`src/rtl/core/wsd_pkg.sv`:
```
package wsd_pkg;

  // Parse phase of the frame header and payload walk
  typedef enum logic [2:0] {
    PH_BYTE0   = 3'd0,
    PH_BYTE1   = 3'd1,
    PH_EXT16   = 3'd2,
    PH_EXT64   = 3'd3,
    PH_MASK    = 3'd4,
    PH_PAYLOAD = 3'd5
  } phase_t;

  // 7-bit length codes that select an extended length
  localparam logic [6:0] LEN_EXT16 = 7'd126;
  localparam logic [6:0] LEN_EXT64 = 7'd127;

  // Index of the final byte of each multi-byte header field
  localparam logic [2:0] EXT16_LAST = 3'd1;
  localparam logic [2:0] EXT64_LAST = 3'd7;
  localparam logic [2:0] MASK_LAST  = 3'd3;

endpackage

```
`src/rtl/core/wsd_byte_if.sv`:
```
interface wsd_byte_if;
  logic       valid;
  logic       ready;
  logic [7:0] in_byte;

  modport source (output valid, output in_byte, input ready);
  modport sink   (input valid, input in_byte, output ready);
endinterface

```
`src/rtl/core/wsd_result_if.sv`:
```
interface wsd_result_if;
  logic       valid;
  logic       ready;
  logic [7:0] payload_byte;
  logic       last_in_frame;
  logic [3:0] frame_opcode;
  logic       fin_flag;

  modport source (
    output valid, output payload_byte, output last_in_frame,
    output frame_opcode, output fin_flag, input ready
  );
  modport sink (
    input valid, input payload_byte, input last_in_frame,
    input frame_opcode, input fin_flag, output ready
  );
endinterface

```
`src/rtl/core/websocket_frame_deframer.sv`:
```
// Channel  Dir  Payload                                           Role
// stream   in   in_byte[7:0]                                      raw frame bytes
// result   out  payload_byte, last_in_frame, frame_opcode, fin    unmasked payload
//
// Each accepted byte updates the parse state in the same cycle, and a payload byte
// lands in the output register in the cycle after its transfer. The output register
// is the only buffer: a new byte is taken while it is empty or being drained in the
// same cycle, so throughput is one byte per cycle unless the result side stalls.
// Header bytes produce no result. rst (synchronous) returns to the first header byte.
module websocket_frame_deframer (
  input  logic          clk,
  input  logic          rst,
  wsd_byte_if.sink      stream,
  wsd_result_if.source  result
);

  wsd_pkg::phase_t phase, phase_next;
  logic [2:0]  hdr_count, hdr_count_next;
  logic [3:0]  held_opcode, held_opcode_next;
  logic        held_fin, held_fin_next;
  logic        masked, masked_next;
  logic [31:0] key_word, key_word_next;
  logic [63:0] remaining, remaining_next;
  logic [1:0]  mask_index, mask_index_next;

  logic        take;
  logic        emit;
  logic [63:0] len_shift;
  logic [7:0]  key_byte;
  logic        final_ext;

  // Accept while the output register is empty or being drained
  assign stream.ready = !result.valid || result.ready;
  assign take         = stream.valid && stream.ready;
  assign len_shift    = {remaining[55:0], stream.in_byte};

  // Select the key byte for the current payload position
  always_comb begin
    case (mask_index)
      2'd0:    key_byte = key_word[31:24];
      2'd1:    key_byte = key_word[23:16];
      2'd2:    key_byte = key_word[15:8];
      default: key_byte = key_word[7:0];
    endcase
    if (!masked) begin
      key_byte = 8'd0;
    end
  end

  // Next parse state for the accepted byte
  always_comb begin
    phase_next       = phase;
    hdr_count_next   = hdr_count;
    held_opcode_next = held_opcode;
    held_fin_next    = held_fin;
    masked_next      = masked;
    key_word_next    = key_word;
    remaining_next   = remaining;
    mask_index_next  = mask_index;
    emit             = 1'b0;
    final_ext        = 1'b0;
    case (phase)
      wsd_pkg::PH_BYTE1: begin
        masked_next     = stream.in_byte[7];
        mask_index_next = 2'd0;
        key_word_next   = 32'd0;
        remaining_next  = 64'd0;
        hdr_count_next  = 3'd0;
        if (stream.in_byte[6:0] == wsd_pkg::LEN_EXT16) begin
          phase_next = wsd_pkg::PH_EXT16;
        end else if (stream.in_byte[6:0] == wsd_pkg::LEN_EXT64) begin
          phase_next = wsd_pkg::PH_EXT64;
        end else begin
          remaining_next = {57'd0, stream.in_byte[6:0]};
          if (stream.in_byte[7]) begin
            phase_next = wsd_pkg::PH_MASK;
          end else if (stream.in_byte[6:0] != 7'd0) begin
            phase_next = wsd_pkg::PH_PAYLOAD;
          end else begin
            phase_next = wsd_pkg::PH_BYTE0;
          end
        end
      end
      wsd_pkg::PH_EXT16, wsd_pkg::PH_EXT64: begin
        remaining_next = len_shift;
        if (phase == wsd_pkg::PH_EXT16) begin
          final_ext = (hdr_count >= wsd_pkg::EXT16_LAST);
        end else begin
          final_ext = (hdr_count >= wsd_pkg::EXT64_LAST);
        end
        if (final_ext) begin
          hdr_count_next = 3'd0;
          if (masked) begin
            phase_next = wsd_pkg::PH_MASK;
          end else if (len_shift != 64'd0) begin
            phase_next = wsd_pkg::PH_PAYLOAD;
          end else begin
            phase_next = wsd_pkg::PH_BYTE0;
          end
        end else begin
          hdr_count_next = hdr_count + 3'd1;
        end
      end
      wsd_pkg::PH_MASK: begin
        key_word_next = {key_word[23:0], stream.in_byte};
        if (hdr_count >= wsd_pkg::MASK_LAST) begin
          hdr_count_next = 3'd0;
          phase_next     = (remaining != 64'd0) ? wsd_pkg::PH_PAYLOAD : wsd_pkg::PH_BYTE0;
        end else begin
          hdr_count_next = hdr_count + 3'd1;
        end
      end
      wsd_pkg::PH_PAYLOAD: begin
        emit            = 1'b1;
        mask_index_next = mask_index + 2'd1;
        remaining_next  = remaining - 64'd1;
        if (remaining == 64'd1) begin
          phase_next = wsd_pkg::PH_BYTE0;
        end
      end
      default: begin
        held_fin_next    = stream.in_byte[7];
        held_opcode_next = stream.in_byte[3:0];
        hdr_count_next   = 3'd0;
        phase_next       = wsd_pkg::PH_BYTE1;
      end
    endcase
  end

  // Advance parse state on each transfer
  always_ff @(posedge clk) begin
    if (rst) begin
      phase       <= wsd_pkg::PH_BYTE0;
      hdr_count   <= 3'd0;
      held_opcode <= 4'd0;
      held_fin    <= 1'b0;
      masked      <= 1'b0;
      key_word    <= 32'd0;
      remaining   <= 64'd0;
      mask_index  <= 2'd0;
    end else if (take) begin
      phase       <= phase_next;
      hdr_count   <= hdr_count_next;
      held_opcode <= held_opcode_next;
      held_fin    <= held_fin_next;
      masked      <= masked_next;
      key_word    <= key_word_next;
      remaining   <= remaining_next;
      mask_index  <= mask_index_next;
    end
  end

  // Load the output register on a payload byte, drop valid once drained
  always_ff @(posedge clk) begin
    if (rst) begin
      result.valid <= 1'b0;
    end else if (take && emit) begin
      result.valid <= 1'b1;
    end else if (result.ready) begin
      result.valid <= 1'b0;
    end
  end

  // Hold the result payload until the next payload byte
  always_ff @(posedge clk) begin
    if (take && emit) begin
      result.payload_byte  <= stream.in_byte ^ key_byte;
      result.last_in_frame <= (remaining == 64'd1);
      result.frame_opcode  <= held_opcode;
      result.fin_flag      <= held_fin;
    end
  end

endmodule
```
`src/flat_wrapper.sv`:
```
// flat-port wrapper written by rule: the top's interface ports become plain ports
module websocket_frame_deframer_flat 
  (clk, rst, stream_valid, stream_in_byte, stream_ready, result_valid, result_payload_byte, result_last_in_frame, result_frame_opcode, result_fin_flag, result_ready);
  wsd_byte_if stream_i ();
  wsd_result_if result_i ();
  input  logic clk;
  input  logic rst;
  input wire logic [$bits(stream_i.valid)-1:0] stream_valid;
  input wire logic [$bits(stream_i.in_byte)-1:0] stream_in_byte;
  output wire logic [$bits(stream_i.ready)-1:0] stream_ready;
  output wire logic [$bits(result_i.valid)-1:0] result_valid;
  output wire logic [$bits(result_i.payload_byte)-1:0] result_payload_byte;
  output wire logic [$bits(result_i.last_in_frame)-1:0] result_last_in_frame;
  output wire logic [$bits(result_i.frame_opcode)-1:0] result_frame_opcode;
  output wire logic [$bits(result_i.fin_flag)-1:0] result_fin_flag;
  input wire logic [$bits(result_i.ready)-1:0] result_ready;
  assign stream_i.valid = stream_valid;
  assign stream_i.in_byte = stream_in_byte;
  assign stream_ready = stream_i.ready;
  assign result_valid = result_i.valid;
  assign result_payload_byte = result_i.payload_byte;
  assign result_last_in_frame = result_i.last_in_frame;
  assign result_frame_opcode = result_i.frame_opcode;
  assign result_fin_flag = result_i.fin_flag;
  assign result_i.ready = result_ready;
  websocket_frame_deframer u_core (.clk(clk), .rst(rst), .stream(stream_i), .result(result_i));
endmodule
```
`config.mk`:
```
export PLATFORM = sky130hd
export DESIGN_NAME = websocket_frame_deframer_flat
export DESIGN_NICKNAME = d
export VERILOG_FILES = /design/src/rtl/core/wsd_pkg.sv /design/src/rtl/core/wsd_byte_if.sv /design/src/rtl/core/wsd_result_if.sv /design/src/rtl/core/websocket_frame_deframer.sv /design/src/flat_wrapper.sv
export SDC_FILE = /design/constraint.sdc
export NUM_CORES = 1
export LEC_CHECK = 0
export ABC_AREA = 1
export BUFFER_PORTS_ARGS = -buffer_cell sky130_fd_sc_hd__buf_2
export CORE_UTILIZATION = 30
export CTS_CLUSTER_SIZE = 20
export DETAILED_ROUTE_END_ITERATION = 10
export GPL_TIMING_DRIVEN = 0
export PLACE_DENSITY_LB_ADDON = 0.25
export SLEW_MARGIN = 10
export SYNTH_ARGS = -nofsm -noshare
export SYNTH_HDL_FRONTEND = slang
export SYNTH_SLANG_ARGS = --single-unit
```
`constraint.sdc`:
```
create_clock -name clk -period 4.7 [get_ports clk]
set_input_delay 1.41 -clock clk [delete_from_list [all_inputs] [get_ports clk]]
set_output_delay 1.41 -clock clk [all_outputs]
set_load 0.02 [all_outputs]
```
==> metrics.yaml <==
synth:
  yosys-top-cells-count: "nand2_1 (247), a21oi_1 (179), nor2_1 (135)"
  synth.largest_area_cell: "dfxtp_1"
  yosysMostFrequentCell: "nand2_1"
  synth_edf_count: 14
  ys_ff_latch: 125
  synth_area_leaders: "dfxtp_1 (29%), nand2_1 (12%), a21oi_1 (12%)"
  syn-instance-count: 1139
  synth.distinct_cells: 48
  yosysTopAreaCellShare_pct: 29.0
  yosys_warnings: 0
  synth_nets: 1161
  async_flop_share_pct: 0
  syn_avg_cell_area_um2: 6.73
  ys.flop_type: "dfxtp_1"
  synth_area_um2: 7660
  seq_area_frac_synth_pct: 34.5
clock_network:
  cts_hold_buf: 0
  clockBufferDepth: 2
  cts_tree: "done"
  clock_sinks: 125
  clk_latency_ps: 440
  htreeDepth: 4
  clock-root-buffer: "clkbuf_16"
  numCtsBuffers: 17
  post-cts-setup-buffers: 0
  path_clk_slew_ps: 60
  cts_resized: 0
route:
  drt-initial-drc-count: 476
  wl_per_cell_um: 16.0
  ant_nets: 0
  drc: 0
  num_vias: 7660
  drt_first_pass_iters: 5
  wl_mm: 24.4
  via_per_inst: 5.01
min_path:
  hold_class: "flip-flop to flip-flop"
  min-delay-start: "u_core.held_opcode[1]"
placement:
  gp_congestion: 0.871
  port_buffers: 26
  place_hpwl_mm: 18.2
  dpl-instance-area_um2: 8220
floorplan:
  fp.dieH_um: 162
  row_count: 58
  start_util_pct: 30.5
  die_x_um: 162
  ios: 28
  dieArea_um2: 26200
  core_um2: 25100
worst_setup_path:
  path_class: "primary input to output port"
  end_kind: "output port"
  worstPathRequired_ps: 3290
  worstPathArrival_ps: 1780
  cp-start-kind: "primary input"
  worstPathMaxFanout: 3
  crit_start: "result_ready"
  r2r_start: "u_core.remaining[25]"
global_route:
  antenna_found_initial: 0
  track_usage_pct: 19.0
  grt-ovfl-total: 0
  grt_max_degree: 17
  grt_pass1_wl_mm: 38.9
  grt_pass1_vias: 7040
timing:
  slew_violations: 0
  finClkSkew_ps: 13.4
  setup_tns_ps: 0
  fmax_mhz: 314
  hold_violations: 0
  setup_violations: 0
  fin_crit_ps: 3190
  finalCritPeriodShare_pct: 67.8
  slew_headroom_pct: 50.7
  tightest_slew_ps: 739
  rsz0062_at_grt: "no"
run:
  drv_cap: 0
power_and_ir_drop:
  power_density_nw_per_um2: 461
  power_leakage_nw: 3.52
  worst_ir_drop_vdd_mv: 0.204
status:
  outcome: "complete, no violations"
layout:
  areaGrowthSynthToFinish_pct: 15.3
  regArea_um2: 2640
  drive_gt1_share_pct: 13.9
  finalInstanceArea_um2: 8840
  nets: 1207
  antennaDiodeCount: 0
  fillers: 2761
  multiInputGateArea_um2: 4500
## flip-flops by register name, indices dropped and copies added, names as in the netlist, 2 cells and up
signal	count
u_core.key_word	32
u_core.result.frame_opcode	4
u_core.result.payload_byte	8
u_core.hdr_count	3
u_core.mask_index	2
u_core.phase	3
u_core.remaining	64
u_core.held_opcode	4
## critical path: stages
cell and delay [ps]:
buf_2 100, inv_1 40, nand2_1 70, buf_2 170
## metrics by stage
step                      hold slack, ps  instances  power [mW]  util (%)  worst slack, ps
after floorplan                      403       1139        2.34         -             1680
after global placement               414       1495        2.71      32.7             1200
after detailed placement             410       1496        2.71      32.7             1350
after CTS                            434       1528        4.08      35.2             1510
after global routing                 441       1528        4.31      35.2             1480
final                                431       1528        4.07      35.2             1510
## cells in the final DEF, fill, tap and decap left out, drive strengths merged
master  instances
nand2         265
a21oi         181
nor2          172
dfxtp         111
o21ai          88
inv            86
nand3          74
buf            50
clkbuf         43
nand4          20
edfxtp         14
o211ai         11
ha             10
o21bai         10
or2             9
clkinv          9
xor2            7
nor3            7
a221oi          6
nand3b          6
a31oi           4
and2            3
xnor2           2
a211oi          2
a21o            2
o32ai           2
nor3b           2
o221ai          1
a31o            1
## worst paths after layout
kind / slack (ps) / cells after the start / to
setup / recovery: 1510 / 4 / stream_ready
hold / removal: 430 / 0 / u_core.result.frame_opcode[1]
hold reg to reg: 430 / 0 / u_core.result.frame_opcode[1]
setup reg to reg: 2680 / 9 / u_core.remaining[59]
## final cells by class
class                      count  share of cell area, %
buffer                        48                   2.51
clock buffer                  18                   5.10
clock inverter                14                   1.87
inverter                      81                   3.44
multi-input combinational    885                   50.9
sequential                   125                   29.9
tap                          330                   4.67
timing repair buffer          27                   1.64
## metal layers
layer / vias up / share of wire (%) / track usage [%]
met5: - / 0 / 0
met1: 3533 / 49 / 26.5
li1: 3924 / - / -
met2: 166 / 45 / 29.4
met4: 0 / 2.0 / 6.09
met3: 37 / 4.9 / 3.40
## kinds of logic (layout without fill, tap and decap cells)
family / Yosys count / in the layout / share of synthesized area (%)
simple gates: 558 / 558 / 34.2
xor+xnor: 9 / 9 / 1.03
compound gates: 308 / 308 / 21.8
fa+ha+maj: 10 / 10 / 1.63
flops: 125 / 125 / 34.5
buf+inv: 129 / 188 / 6.86
## where the power goes
group	switching [mW]	total (mW)	internal (mW)	leakage [nW]
sequential	0.137	1.31	1.17	1.03
clock	0.616	1.36	0.748	0.301
combinational	0.991	1.40	0.410	2.19
total	1.74	4.07	2.33	3.52
(Power assumes the default switching activity.)
